`src/hw/rtl/saturation_duration_watchdog_core_macros.svh`:
```
// Assertion macros used by the saturation duration watchdog core.
`ifndef SATURATION_DURATION_WATCHDOG_CORE_MACROS_SVH
`define SATURATION_DURATION_WATCHDOG_CORE_MACROS_SVH

// Checked on every rising edge outside of reset.
`define SDW_ASSERT(lbl, prop, msg) \
  lbl: assert property (@(posedge clk_i) disable iff (!rst_ni) (prop)) else $error(msg);

// Checked on every rising edge, reset included.
`define SDW_ASSERT_ALWAYS(lbl, prop, msg) \
  lbl: assert property (@(posedge clk_i) (prop)) else $error(msg);

`endif

```
`src/hw/rtl/sdw_pkg.sv`:
```
// Types and constants of the saturation duration watchdog.
`timescale 1ns / 1ps
package sdw_pkg;

  localparam int unsigned ChanW    = 2;
  localparam int unsigned SampleW  = 16;
  localparam int unsigned TimeW    = 32;
  localparam int unsigned LimitW   = 16;
  localparam int unsigned MagW     = SampleW + 1;
  localparam int unsigned NumLimit = 4;
  localparam int unsigned CfgIdxW  = 3;
  localparam int unsigned CfgDataW = 32;

  localparam logic [TimeW-1:0]  MaxSatTimeRst = 32'd1000000;
  localparam logic [LimitW-1:0] LimitRst      = 16'd32767;

  typedef enum logic [CfgIdxW-1:0] {
    CFG_MAX_SAT_TIME = 3'd0,
    CFG_LIMIT_CH0    = 3'd1,
    CFG_LIMIT_CH1    = 3'd2,
    CFG_LIMIT_CH2    = 3'd3,
    CFG_LIMIT_CH3    = 3'd4
  } cfg_idx_e;

  typedef struct packed {
    logic [ChanW-1:0]          channel;
    logic signed [SampleW-1:0] sample;
    logic [TimeW-1:0]          time_now;
  } in_item_t;

  typedef struct packed {
    logic enable;
    logic at_limit;
  } out_item_t;

  // One channel's entry in the state memory.
  typedef struct packed {
    logic             below_limit;
    logic [TimeW-1:0] start_time;
  } chan_state_t;

  localparam chan_state_t ChanStateRst = '{below_limit: 1'b1, start_time: '0};

  // What the update logic hands back to the pipeline.
  typedef struct packed {
    logic        wr_en;
    chan_state_t state;
    logic        enable;
    logic        at_limit;
  } upd_t;

endpackage

```
`src/hw/rtl/sdw_ram.sv`:
```
// Generic single-write, single-read RAM with registered read data.
`timescale 1ns / 1ps
module sdw_ram #(
  parameter int unsigned Width = 8,
  parameter int unsigned Depth = 4,
  localparam int unsigned AddrW = (Depth > 1) ? $clog2(Depth) : 1
) (
  input  logic             clk_i,
  input  logic             we_i,
  input  logic [AddrW-1:0] waddr_i,
  input  logic [Width-1:0] wdata_i,
  input  logic             re_i,
  input  logic [AddrW-1:0] raddr_i,
  output logic [Width-1:0] rdata_o
);

  logic [Width-1:0] mem_q [Depth];
  logic [Width-1:0] rdata_q;

  always_ff @(posedge clk_i) begin
    if (we_i) begin
      mem_q[waddr_i] <= wdata_i;
    end
    if (re_i) begin
      rdata_q <= mem_q[raddr_i];
    end
  end

  assign rdata_o = rdata_q;

endmodule

```
`src/hw/rtl/sdw_update.sv`:
```
// Per-sample update of one channel's saturation state and the enable latch.
`timescale 1ns / 1ps
module sdw_update (
  input  sdw_pkg::in_item_t                 item_i,
  input  sdw_pkg::chan_state_t              state_i,
  input  logic                              in_range_i,
  input  logic [sdw_pkg::LimitW-1:0]        limit_i,
  input  logic [sdw_pkg::TimeW-1:0]         max_time_i,
  input  logic                              enable_i,
  output sdw_pkg::upd_t                     upd_o
);
  import sdw_pkg::*;

  logic [MagW-1:0]  mag;
  logic             at_limit;
  chan_state_t      state_new;
  logic [TimeW-1:0] elapsed;
  logic             timeout;

  // Exact magnitude in 17 bits, so the most negative sample maps to 32768.
  assign mag = item_i.sample[SampleW-1]
             ? (MagW'(0) - {1'b1, item_i.sample})
             : {1'b0, item_i.sample};
  assign at_limit = mag >= {1'b0, limit_i};

  always_comb begin
    state_new = state_i;
    if (state_i.below_limit && at_limit) begin
      state_new.below_limit = 1'b0;
      state_new.start_time  = item_i.time_now;
    end else if (!at_limit) begin
      state_new.below_limit = 1'b1;
      state_new.start_time  = item_i.time_now;
    end
  end

  // Elapsed time wraps with the timestamp.
  assign elapsed = item_i.time_now - state_new.start_time;
  assign timeout = elapsed >= max_time_i;

  assign upd_o.wr_en    = in_range_i;
  assign upd_o.state    = state_new;
  assign upd_o.enable   = enable_i & ~(in_range_i & timeout);
  assign upd_o.at_limit = in_range_i & at_limit;

endmodule

```
`src/hw/rtl/saturation_duration_watchdog_core.sv`:
```
// Top level of the saturation duration watchdog: state memory pipeline and config registers.
`timescale 1ns / 1ps
// The watchdog takes one controller output sample per transaction, each tagged with a
// channel index and a free-running microsecond timestamp, and returns one result per
// transaction: the latched amplifier enable and whether this sample reached its channel
// limit. A channel that stays at or above its limit for the configured timeout in
// microseconds (measured modulo 2^32) drops the enable, which then stays low until reset.
// A sample for a channel index at or above CHANNELS changes nothing and reports at_limit
// low. The block accepts one transaction every clock cycle. It stalls its input only
// while a result waits on a stalled output and the update stage is occupied. A result
// is presented from the output register: the edge that accepts the sample also reads the
// channel's entry from the state memory, and when the update stage moves on it updates
// the entry, writes it back and loads the output register. Back to back samples on the
// same channel are handled by forwarding the entry just written, so the rate does not
// depend on the channel sequence. The state memory needs no clearing pass after reset;
// a valid bit per channel makes a fresh entry read as its reset value. Configuration is
// written through a plain write port and must only change while the block is idle.
module saturation_duration_watchdog_core #(
  parameter int unsigned CHANNELS = 4
) (
  input  logic                              clk_i,
  input  logic                              rst_ni,
  input  logic                              in_valid_i,
  output logic                              in_stall_o,
  input  sdw_pkg::in_item_t                 in_data_i,
  output logic                              out_valid_o,
  input  logic                              out_stall_i,
  output sdw_pkg::out_item_t                out_data_o,
  input  logic                              cfg_we_i,
  input  logic [sdw_pkg::CfgIdxW-1:0]       cfg_idx_i,
  input  logic [sdw_pkg::CfgDataW-1:0]      cfg_data_i
);
  import sdw_pkg::*;

  `include "saturation_duration_watchdog_core_macros.svh"

  localparam int unsigned AddrW = (CHANNELS > 1) ? $clog2(CHANNELS) : 1;
  localparam int unsigned StateW = $bits(chan_state_t);

  // Configuration registers.
  logic [TimeW-1:0]  max_time_q;
  logic [LimitW-1:0] limit_q [NumLimit];

  always_ff @(posedge clk_i or negedge rst_ni) begin
    if (!rst_ni) begin
      max_time_q <= MaxSatTimeRst;
      for (int k = 0; k < NumLimit; k++) begin
        limit_q[k] <= LimitRst;
      end
    end else if (cfg_we_i) begin
      unique case (cfg_idx_i)
        CFG_MAX_SAT_TIME: max_time_q <= cfg_data_i;
        CFG_LIMIT_CH0:    limit_q[0] <= cfg_data_i[LimitW-1:0];
        CFG_LIMIT_CH1:    limit_q[1] <= cfg_data_i[LimitW-1:0];
        CFG_LIMIT_CH2:    limit_q[2] <= cfg_data_i[LimitW-1:0];
        CFG_LIMIT_CH3:    limit_q[3] <= cfg_data_i[LimitW-1:0];
        default: ;
      endcase
    end
  end

  // Handshake. The update stage moves on when the output register is empty or is being
  // emptied in the same cycle; the input side follows the update stage.
  logic      s1_valid_q, s1_valid_d;
  in_item_t  s1_item_q;
  logic      s1_go;
  logic      in_accept;
  logic      out_valid_q, out_valid_d;
  out_item_t out_q;

  assign s1_go      = s1_valid_q && (!out_valid_q || !out_stall_i);
  assign in_stall_o = s1_valid_q && !s1_go;
  assign in_accept  = in_valid_i && !in_stall_o;

  assign s1_valid_d  = in_accept || (s1_valid_q && !s1_go);
  assign out_valid_d = s1_go || (out_valid_q && out_stall_i);

  // State memory: one entry per channel holding the below-limit flag and start time.
  logic [AddrW-1:0]  in_addr, s1_addr;
  logic [StateW-1:0] ram_rdata;
  upd_t              upd;
  logic              ram_we;

  assign in_addr = in_data_i.channel[AddrW-1:0];
  assign s1_addr = s1_item_q.channel[AddrW-1:0];
  assign ram_we  = s1_go && upd.wr_en;

  sdw_ram #(
    .Width (StateW),
    .Depth (CHANNELS)
  ) u_state_ram (
    .clk_i   (clk_i),
    .we_i    (ram_we),
    .waddr_i (s1_addr),
    .wdata_i (upd.state),
    .re_i    (in_accept),
    .raddr_i (in_addr),
    .rdata_o (ram_rdata)
  );

  // The memory returns the old entry when a sample reads the channel that the update
  // stage writes in the same cycle, so that write is captured and forwarded.
  logic        fwd_hit_q;
  chan_state_t fwd_state_q;

  always_ff @(posedge clk_i or negedge rst_ni) begin
    if (!rst_ni) begin
      fwd_hit_q <= 1'b0;
    end else if (in_accept) begin
      fwd_hit_q <= ram_we && (s1_addr == in_addr);
    end
  end

  always_ff @(posedge clk_i) begin
    if (in_accept) begin
      fwd_state_q <= upd.state;
      s1_item_q   <= in_data_i;
    end
  end

  // Valid bit per channel; an entry never written reads as its reset value.
  logic [CHANNELS-1:0] written_q;

  always_ff @(posedge clk_i or negedge rst_ni) begin
    if (!rst_ni) begin
      written_q <= '0;
    end else if (ram_we) begin
      written_q[s1_addr] <= 1'b1;
    end
  end

  logic        s1_in_range;
  chan_state_t s1_state;

  assign s1_in_range = {1'b0, s1_item_q.channel} < (ChanW + 1)'(CHANNELS);

  always_comb begin
    if (fwd_hit_q) begin
      s1_state = fwd_state_q;
    end else if (s1_in_range && written_q[s1_addr]) begin
      s1_state = chan_state_t'(ram_rdata);
    end else begin
      s1_state = ChanStateRst;
    end
  end

  // Enable latch; it only ever falls until reset.
  logic enable_q, enable_d;

  sdw_update u_update (
    .item_i     (s1_item_q),
    .state_i    (s1_state),
    .in_range_i (s1_in_range),
    .limit_i    (limit_q[s1_item_q.channel]),
    .max_time_i (max_time_q),
    .enable_i   (enable_q),
    .upd_o      (upd)
  );

  assign enable_d = s1_go ? upd.enable : enable_q;

  always_ff @(posedge clk_i or negedge rst_ni) begin
    if (!rst_ni) begin
      s1_valid_q  <= 1'b0;
      out_valid_q <= 1'b0;
      enable_q    <= 1'b1;
    end else begin
      s1_valid_q  <= s1_valid_d;
      out_valid_q <= out_valid_d;
      enable_q    <= enable_d;
    end
  end

  always_ff @(posedge clk_i) begin
    if (s1_go) begin
      out_q.enable   <= upd.enable;
      out_q.at_limit <= upd.at_limit;
    end
  end

  assign out_valid_o = out_valid_q;
  assign out_data_o  = out_q;

  // Once dropped, the enable stays low.
  `SDW_ASSERT(a_enable_latched, !enable_q |=> !enable_q, "enable rose after a timeout")
  // A pending result always carries the current latch value.
  `SDW_ASSERT(a_out_matches_latch, out_valid_q |-> (out_q.enable == enable_q),
              "pending result disagrees with the enable latch")
  // A sample that leaves the update stage is presented on the next cycle.
  `SDW_ASSERT(a_result_follows, s1_go |=> out_valid_q, "update stage result was lost")
  // The input side only stalls behind an occupied update stage.
  `SDW_ASSERT_ALWAYS(a_stall_cause, in_stall_o |-> s1_valid_q,
                     "input stalled with an empty update stage")

endmodule
```
`config.mk`:
```
export PLATFORM = sky130hd
export DESIGN_NAME = saturation_duration_watchdog_core
export DESIGN_NICKNAME = d
export VERILOG_FILES = /design/src/hw/rtl/sdw_pkg.sv /design/src/hw/rtl/sdw_ram.sv /design/src/hw/rtl/sdw_update.sv /design/src/hw/rtl/saturation_duration_watchdog_core.sv
export VERILOG_INCLUDE_DIRS = /design/src /design/src/hw/rtl
export SDC_FILE = /design/constraint.sdc
export NUM_CORES = 1
export LEC_CHECK = 0
export ABC_CLOCK_PERIOD_IN_PS = 15700
export BUFFER_PORTS_ARGS = -buffer_cell sky130_fd_sc_hd__buf_4
export CAP_MARGIN = 20
export CORE_ASPECT_RATIO = 0.9
export CORE_UTILIZATION = 65
export CTS_CLUSTER_SIZE = 40
export DETAILED_ROUTE_END_ITERATION = 8
export HOLD_SLACK_MARGIN = 0.15
export PLACE_DENSITY_LB_ADDON = 0.1
export SLEW_MARGIN = 15
export SYNTH_ARGS = -nofsm -noshare
export SYNTH_HDL_FRONTEND = slang
export SYNTH_SLANG_ARGS = --single-unit
```
`constraint.sdc`:
```
create_clock -name clk_i -period 15.7 [get_ports clk_i]
set_input_delay 3.14 -clock clk_i [delete_from_list [all_inputs] [get_ports clk_i]]
set_output_delay 3.14 -clock clk_i [all_outputs]
set_load 0.05 [all_outputs]
```
=== Word level (Yosys, flattened, before mapping) ===
Memories as Yosys holds them, arrays and structs flattened. A register that Yosys moved wholly into a read port is not among the register bits.
Index checks and enable logic that the tools add are counted.

* Magnitude comparators: 5
* Add/subtract/negate cells: 2
* Reductions and logical operators: 20
* Eq/ne operators: 5
* Bitwise operators: 4
* Muxes and demuxes: 14

{| class="wikitable"
|+ Operators with widths
! kind !! number
|-
| $mux W33 || 4
|-
| $bmux W16 S2 || 1
|-
| $ge A32 B32 Y1 || 1
|-
| $mux W16 || 2
|-
| $sub A32 B32 Y32 || 1
|-
| $ge A17 B16 Y1 || 1
|-
| $mux W17 || 1
|-
| $sub A1 B17 Y17 const A || 1
|-
| $reduce_and A2 Y1 || 5
|-
| $logic_and A1 B1 Y1 || 7
|-
| $eq A3 B2 Y1 const B || 2
|-
| $logic_not A1 Y1 || 4
|-
| $mux W1 || 4
|-
| $or A4 B4 Y4 || 1
|-
| $eq A3 B1 Y1 const B || 1
|-
| $eq A3 B3 Y1 const B || 1
|-
| $ge A3 B3 Y1 const B || 1
|-
| $logic_not A3 Y1 || 1
|-
| $logic_or A1 B1 Y1 || 3
|-
| $lt A2 B3 Y1 const B || 1
|-
| $not A2 Y3 || 1
|-
| $bmux W1 S2 || 1
|-
| $demux W1 S2 || 1
|-
| $eq A2 B2 Y1 || 1
|-
| 3 further kinds || 3
|}

* RAM bits: 132
* Logic and storage cells: 68
* Register bits after elaboration: 189
* Bits of input ports: 90
* Memories: 1
* Output and inout bits: 4

{| class="wikitable"
|+ Memories
! name !! words !! bits a word !! rd ports !! clocked after Yosys merged registers in !! wr ports !! line !! RTL
|-
| u_state_ram.mem_q || 4 || 33 || 1 || 1 || 1 || sdw_ram.sv:17 || <nowiki>logic [Width-1:0] mem_q [Depth];</nowiki>
|}

=== Logic depth before layout (Yosys ltp) ===
* Depth in word-level cells: 11
* Mapped depth: 40
* Mapped depth without buffers: 38

=== By module ===
A second synthesis with hierarchy kept.

* Cell total of the unflattened synthesis: 1,190
* Area total of the unflattened synthesis: 17,274.1 µm²

{| class="wikitable"
|+ By module, submodules not included
! module !! area an instance (µm²) !! instances !! sequential area each (µm²) !! cells each
|-
| saturation_duration_watchdog_core || 7,394.6 || 1 || 5,240.0 || 391
|-
| sdw_ram || 5,830.6 || 1 || 4,954.8 || 210
|-
| sdw_update || 4,048.9 || 1 || 0.0 || 589
|}

=== Worst setup path after synthesis ===
No wires, ideal clock.

* Kind: register to register
* From: register s1_item_q[36] (netlist name)
* To: register out_q (netlist bit out_data_o[1]), data pin
* Stages on the path, launching flop included: 37
* Path slack: 7.691 ns
* Buffers on the path: 2
* Arrival: 7.863 ns
* Required time: 15.554 ns
* Library setup time: 0.146 ns
* Clock period less this slack: 8.009 ns
* Cells stage by stage: edfxtp_1 -> or4_1 -> or3_1 -> o41ai_1 -> xnor2_1 -> ha_1 -> nand4_1 -> or3_4 -> nor4_4 -> nor3_1 -> nor2_1 -> clkbuf_1 -> clkbuf_1 -> nor2_1 -> a21oi_1 -> ha_1 -> inv_1 -> fa_1 -> a211oi_1 -> nor2_1 -> o31a_1 -> o41ai_1 -> a211o_1 -> nand3_2 -> a31oi_1 -> o21ai_1 -> xor2_1 -> ha_1 -> a21o_1 -> a21o_1 -> a21oi_1 -> nor2b_1 -> o21ai_0 -> nand2b_1 -> a221oi_1 -> o21ai_0 -> a21oi_1

{| class="wikitable"
|+ RTL lines
! item !! line !! RTL
|-
| start, declared || saturation_duration_watchdog_core.sv:65 || <nowiki>in_item_t s1_item_q;</nowiki>
|-
| start signal, assigned || saturation_duration_watchdog_core.sv:117 || <nowiki>s1_item_q <= in_data_i;</nowiki>
|-
| end, declared || saturation_duration_watchdog_core.sv:69 || <nowiki>out_item_t out_q;</nowiki>
|}

=== Worst setup path in the final report ===
* From: register s1_item_q[36] (netlist name)
* To: register enable_q

* Word-level cells in the longest chain between the ends: 9
* Elaborated cells between the ends (all ways): 10
* Those cells by class: 2 x add/sub; 2 x order compare; 3 x mux; 2 x bitwise; 1 x reduce/logical

{| class="wikitable"
|+ Ends and longest elaborated chain
! item !! line !! RTL
|-
| $sub A1 B17 Y17 || sdw_update.sv:22 || <nowiki>? (MagW'(0) - {1'b1, item_i.sample})</nowiki>
|-
| $mux W17 (*) || sdw_update.sv:22 ||
|-
| $ge A17 B16 Y1 (*) || sdw_update.sv:24 || <nowiki>assign at_limit = mag >= {1'b0, limit_i};</nowiki>
|-
| $mux W33 or $logic_and A1 B1 Y1 (tied branches) || sdw_update.sv:31, sdw_update.sv:28 ||
|-
| $mux W33 (*) || sdw_update.sv:28 || <nowiki>if (state_i.below_limit && at_limit) begin</nowiki>
|-
| named net u_state_ram.wdata_i[0] || sdw_ram.sv:11 || <nowiki>input logic [Width-1:0] wdata_i,</nowiki>
|-
| $sub A32 B32 Y32 (*) || sdw_update.sv:38 || <nowiki>assign elapsed = item_i.time_now - state_new.start_time;</nowiki>
|-
| $ge A32 B32 Y1 (*) || sdw_update.sv:39 || <nowiki>assign timeout = elapsed >= max_time_i;</nowiki>
|-
| $not A1 Y1 (*) || sdw_update.sv:43 || <nowiki>assign upd_o.enable = enable_i & ~(in_range_i & timeout);</nowiki>
|-
| $and A1 B1 Y1 (*) || sdw_update.sv:43 ||
|-
| end signal, assigned || saturation_duration_watchdog_core.sv:170 || <nowiki>enable_q <= enable_d;</nowiki>
|-
| end, declared || saturation_duration_watchdog_core.sv:148 || <nowiki>logic enable_q, enable_d;</nowiki>
|}

Mark *: on every way through the listed nets, which the timed path passes. The rest lies on a longest branch.
A chain may end at the register's enable or synchronous reset.

==> reports/qor.txt <==
status: complete, no violations
# IOs: 94
Leak Pwr: 7.49 nW
worst path bufs/invs: 2
Pins Over Slew Limit: 0
syn_area_per_cell: 14.1 µm²
Post-synth ARST share: 29.4%
vias: 10100
initial antenna violation count: 0
post-detailed-route wirelength per cell: 21.5 µm
overall global routing resource usage: 27.8%
Netlist cell types: 66
gp weighted congestion: 0.898
HPWL after DPL: 23.1 mm
fin crit share: 58.8%
DR DRC count: 0
endpoint class of the critical path: register
most frequent cell after synthesis: edfxtp_1
CTS Buf Count: 36
Area Overhead vs Synth: 13.3%
# H-tree levels: 2
first-pass GRT wire length: 55.1 mm
final instance area: 0.0189 mm²
max incr delay on CP: 0.73 ns
EDFF count, synth: 250
YS warnings: 0
HP Class: register to register
vias per inst: 6.12
Reg clk slew, reported paths: 0.06 ns
crit path max-delay cell type: o41ai_1
final setup fails: 0
Crit Path Max Fanout: 66
Top FF cell, synth: edfxtp_1
Commonest cells post-synth: edfxtp_1, inv_1, ha_1, dfstp_2, mux2_2
Setup Skew: 0.0180 ns
number of global-route vias before repair: 10200
critical path class: register to register
Syn Inst Count: 1182
worst relative slew slack: 24.2%
most area-consuming cells after synthesis: edfxtp_1, dfstp_2, mux4_2
Post-Syn Nets: 1353
die footprint: 0.0263 mm²
largest net degree at the start of global routing: 68
Initial Utilization: 66.1%
VDD IR max: 0.103 mV
setup TNS: 0 ns
Setup Fix Bufs, Post-CTS: 0
Root Buffer: clkbuf_16
FMAX: 0.108 GHz
final hold vios: 0
Netlist Area Pre-Place: 0.0167 mm²
fill cell count: 1632
Core Util, Final: 74.9%
Crit path top cell by count: a21o_1
core area: 0.0252 mm²
1st-iter DRT viols: 788
DR pass1 iterations: 5
Final Net Count: 1451
pwr/cell area: 144 mW/mm²
Cell Count, Final, Fillers Out: 1648
# port buffers: 93
final wirelength: 35.5 mm
Die Ht: 154 µm
dominant cell type by area after synthesis: edfxtp_1
CP top delay family: compound AO/OA/AOI/OAI gates
Num Clock Sinks: 354
WP data required: 16.15 ns
Clock Path Buffers: 3
top-area cell type share of the netlist area: 45.1%
gr ovfl total: 0
cts repair resizes: 0
ANT cells: 0
Routed Antenna Nets: 0
sequential share of the synthesized area: 61.2%
Hold Buf Count CTS: 0
DP Cell Count: 1583
Critical Path Source Type: register
clock latency on the worst-skew pair: 0.53 ns
Die Wd: 171 µm
share of cells above drive strength 1: 28.0%
Slew @ Worst Pin: 1.14 ns
#FFs+latches synth: 354
maxcap violations: 0
Tmin final: 9.23 ns
Site Rows: 55
CTS tree: done
Placed Area: 0.0178 mm²
RSZ-0062 raised after global routing: no
WP data arrival: 9.68 ns
cell type report:
| cell class | instances | area (µm²) | area share [%] |
|---|---|---|---|
| clock buffers | 48 | 966 | 5.12 |
| clock inverters | 16 | 121 | 0.643 |
| inverters | 92 | 345 | 1.83 |
| multi-input cells | 688 | 6000 | 31.8 |
| flip-flops and latches | 354 | 10200 | 54.0 |
| well taps | 342 | 428 | 2.27 |
| repair buffers | 108 | 815 | 4.32 |
worst register-to-register path, delay by kind of cell, from the launching register on:
kind	cells	cell delay, ns
AO/OA/AOI/OAI	18	4.37
XOR/XNOR	2	0.22
adder cells (fa/ha/maj)	4	1.15
buffers and inverters	2	0.59
flip-flops	1	0.43
AND/OR/NAND/NOR	11	2.42
stage by stage:
step | worst slack, ns | power [mW] | hold WS (ns)
6_report | 6.47 | 2.73 | 0.474
5_1_grt | 5.85 | 2.86 | 0.489
4_1_cts | 6.68 | 2.73 | 0.477
3_5_place_dp | 6.73 | 1.94 | 0.463
3_3_place_gp | 7.06 | 1.90 | 0.446
2_1_floorplan | 7.69 | 1.74 | 0.434
sequential cells by signal (all words and copies together) (netlist names):
signal,cells
enable_q,1
fwd_hit_q,1
fwd_state_q,33
limit_q,64
max_time_q,32
out_data_o,2
out_valid_o,1
s1_addr,2
s1_item_q,48
s1_valid_q,1
u_state_ram.mem_q,132
u_state_ram.rdata_o,33
written_q,4
path summary, 6_finish.rpt:
kind / from / end / slack, ns / cells past startpoint
setup / recovery: s1_item_q[36]$_DFFE_PP_ / enable_q$_DFFE_PN1P_ / 6.47 / 37
hold reg to reg: written_q[3]$_DFFE_PN0P_ / written_q[3]$_DFFE_PN0P_ / 0.47 / 1
max in group asynchronous: rst_ni / max_time_q[22]$_DFFE_PN0P_ / 11.86 / 2
min in group asynchronous: rst_ni / max_time_q[3]$_DFFE_PN0P_ / 2.58 / 1
hold / removal: written_q[3]$_DFFE_PN0P_ / written_q[3]$_DFFE_PN0P_ / 0.47 / 1
setup reg to reg: s1_item_q[36]$_DFFE_PP_ / enable_q$_DFFE_PN1P_ / 6.47 / 37
power by group:
part	switching [mW]	total, mW	internal (mW)
Clock	0.345	0.797	0.451
Combinational	0.400	0.708	0.308
Sequential	0.0466	1.22	1.17
Total	0.792	2.73	1.93
metal layers:
layer	track usage (%)	wire (µm)
met5	0	0
met1	41.1	15900
met2	44.5	16900
met4	6.31	541
met3	3.84	2160
kinds of logic after synthesis:
kind of cell,share of synthesized area [%]
XOR/XNOR,2.21
buffers and inverters,3.21
AND/OR/NAND/NOR,6.03
multiplexers,11.2
adder cells (fa/ha/maj),6.13
flip-flops,61.2
AO/OA/AOI/OAI,10.0
cell usage in the layout (no fill, tap or decap), types with 35 or more instances in the layout:
| cell | count |
|---|---|
| mux4_2 | 50 |
| xnor2_1 | 35 |
| inv_1 | 88 |
| dfstp_2 | 68 |
| buf_4 | 107 |
| ha_1 | 80 |
| clkbuf_16 | 36 |
| a21o_1 | 62 |
| o21ai_0 | 52 |
| a21oi_1 | 43 |
| dfrtp_1 | 36 |
| nand2_1 | 60 |
| nor2_1 | 57 |
| mux2_2 | 65 |
| edfxtp_1 | 250 |
Note: power is estimated with default switching activity, not from simulation.
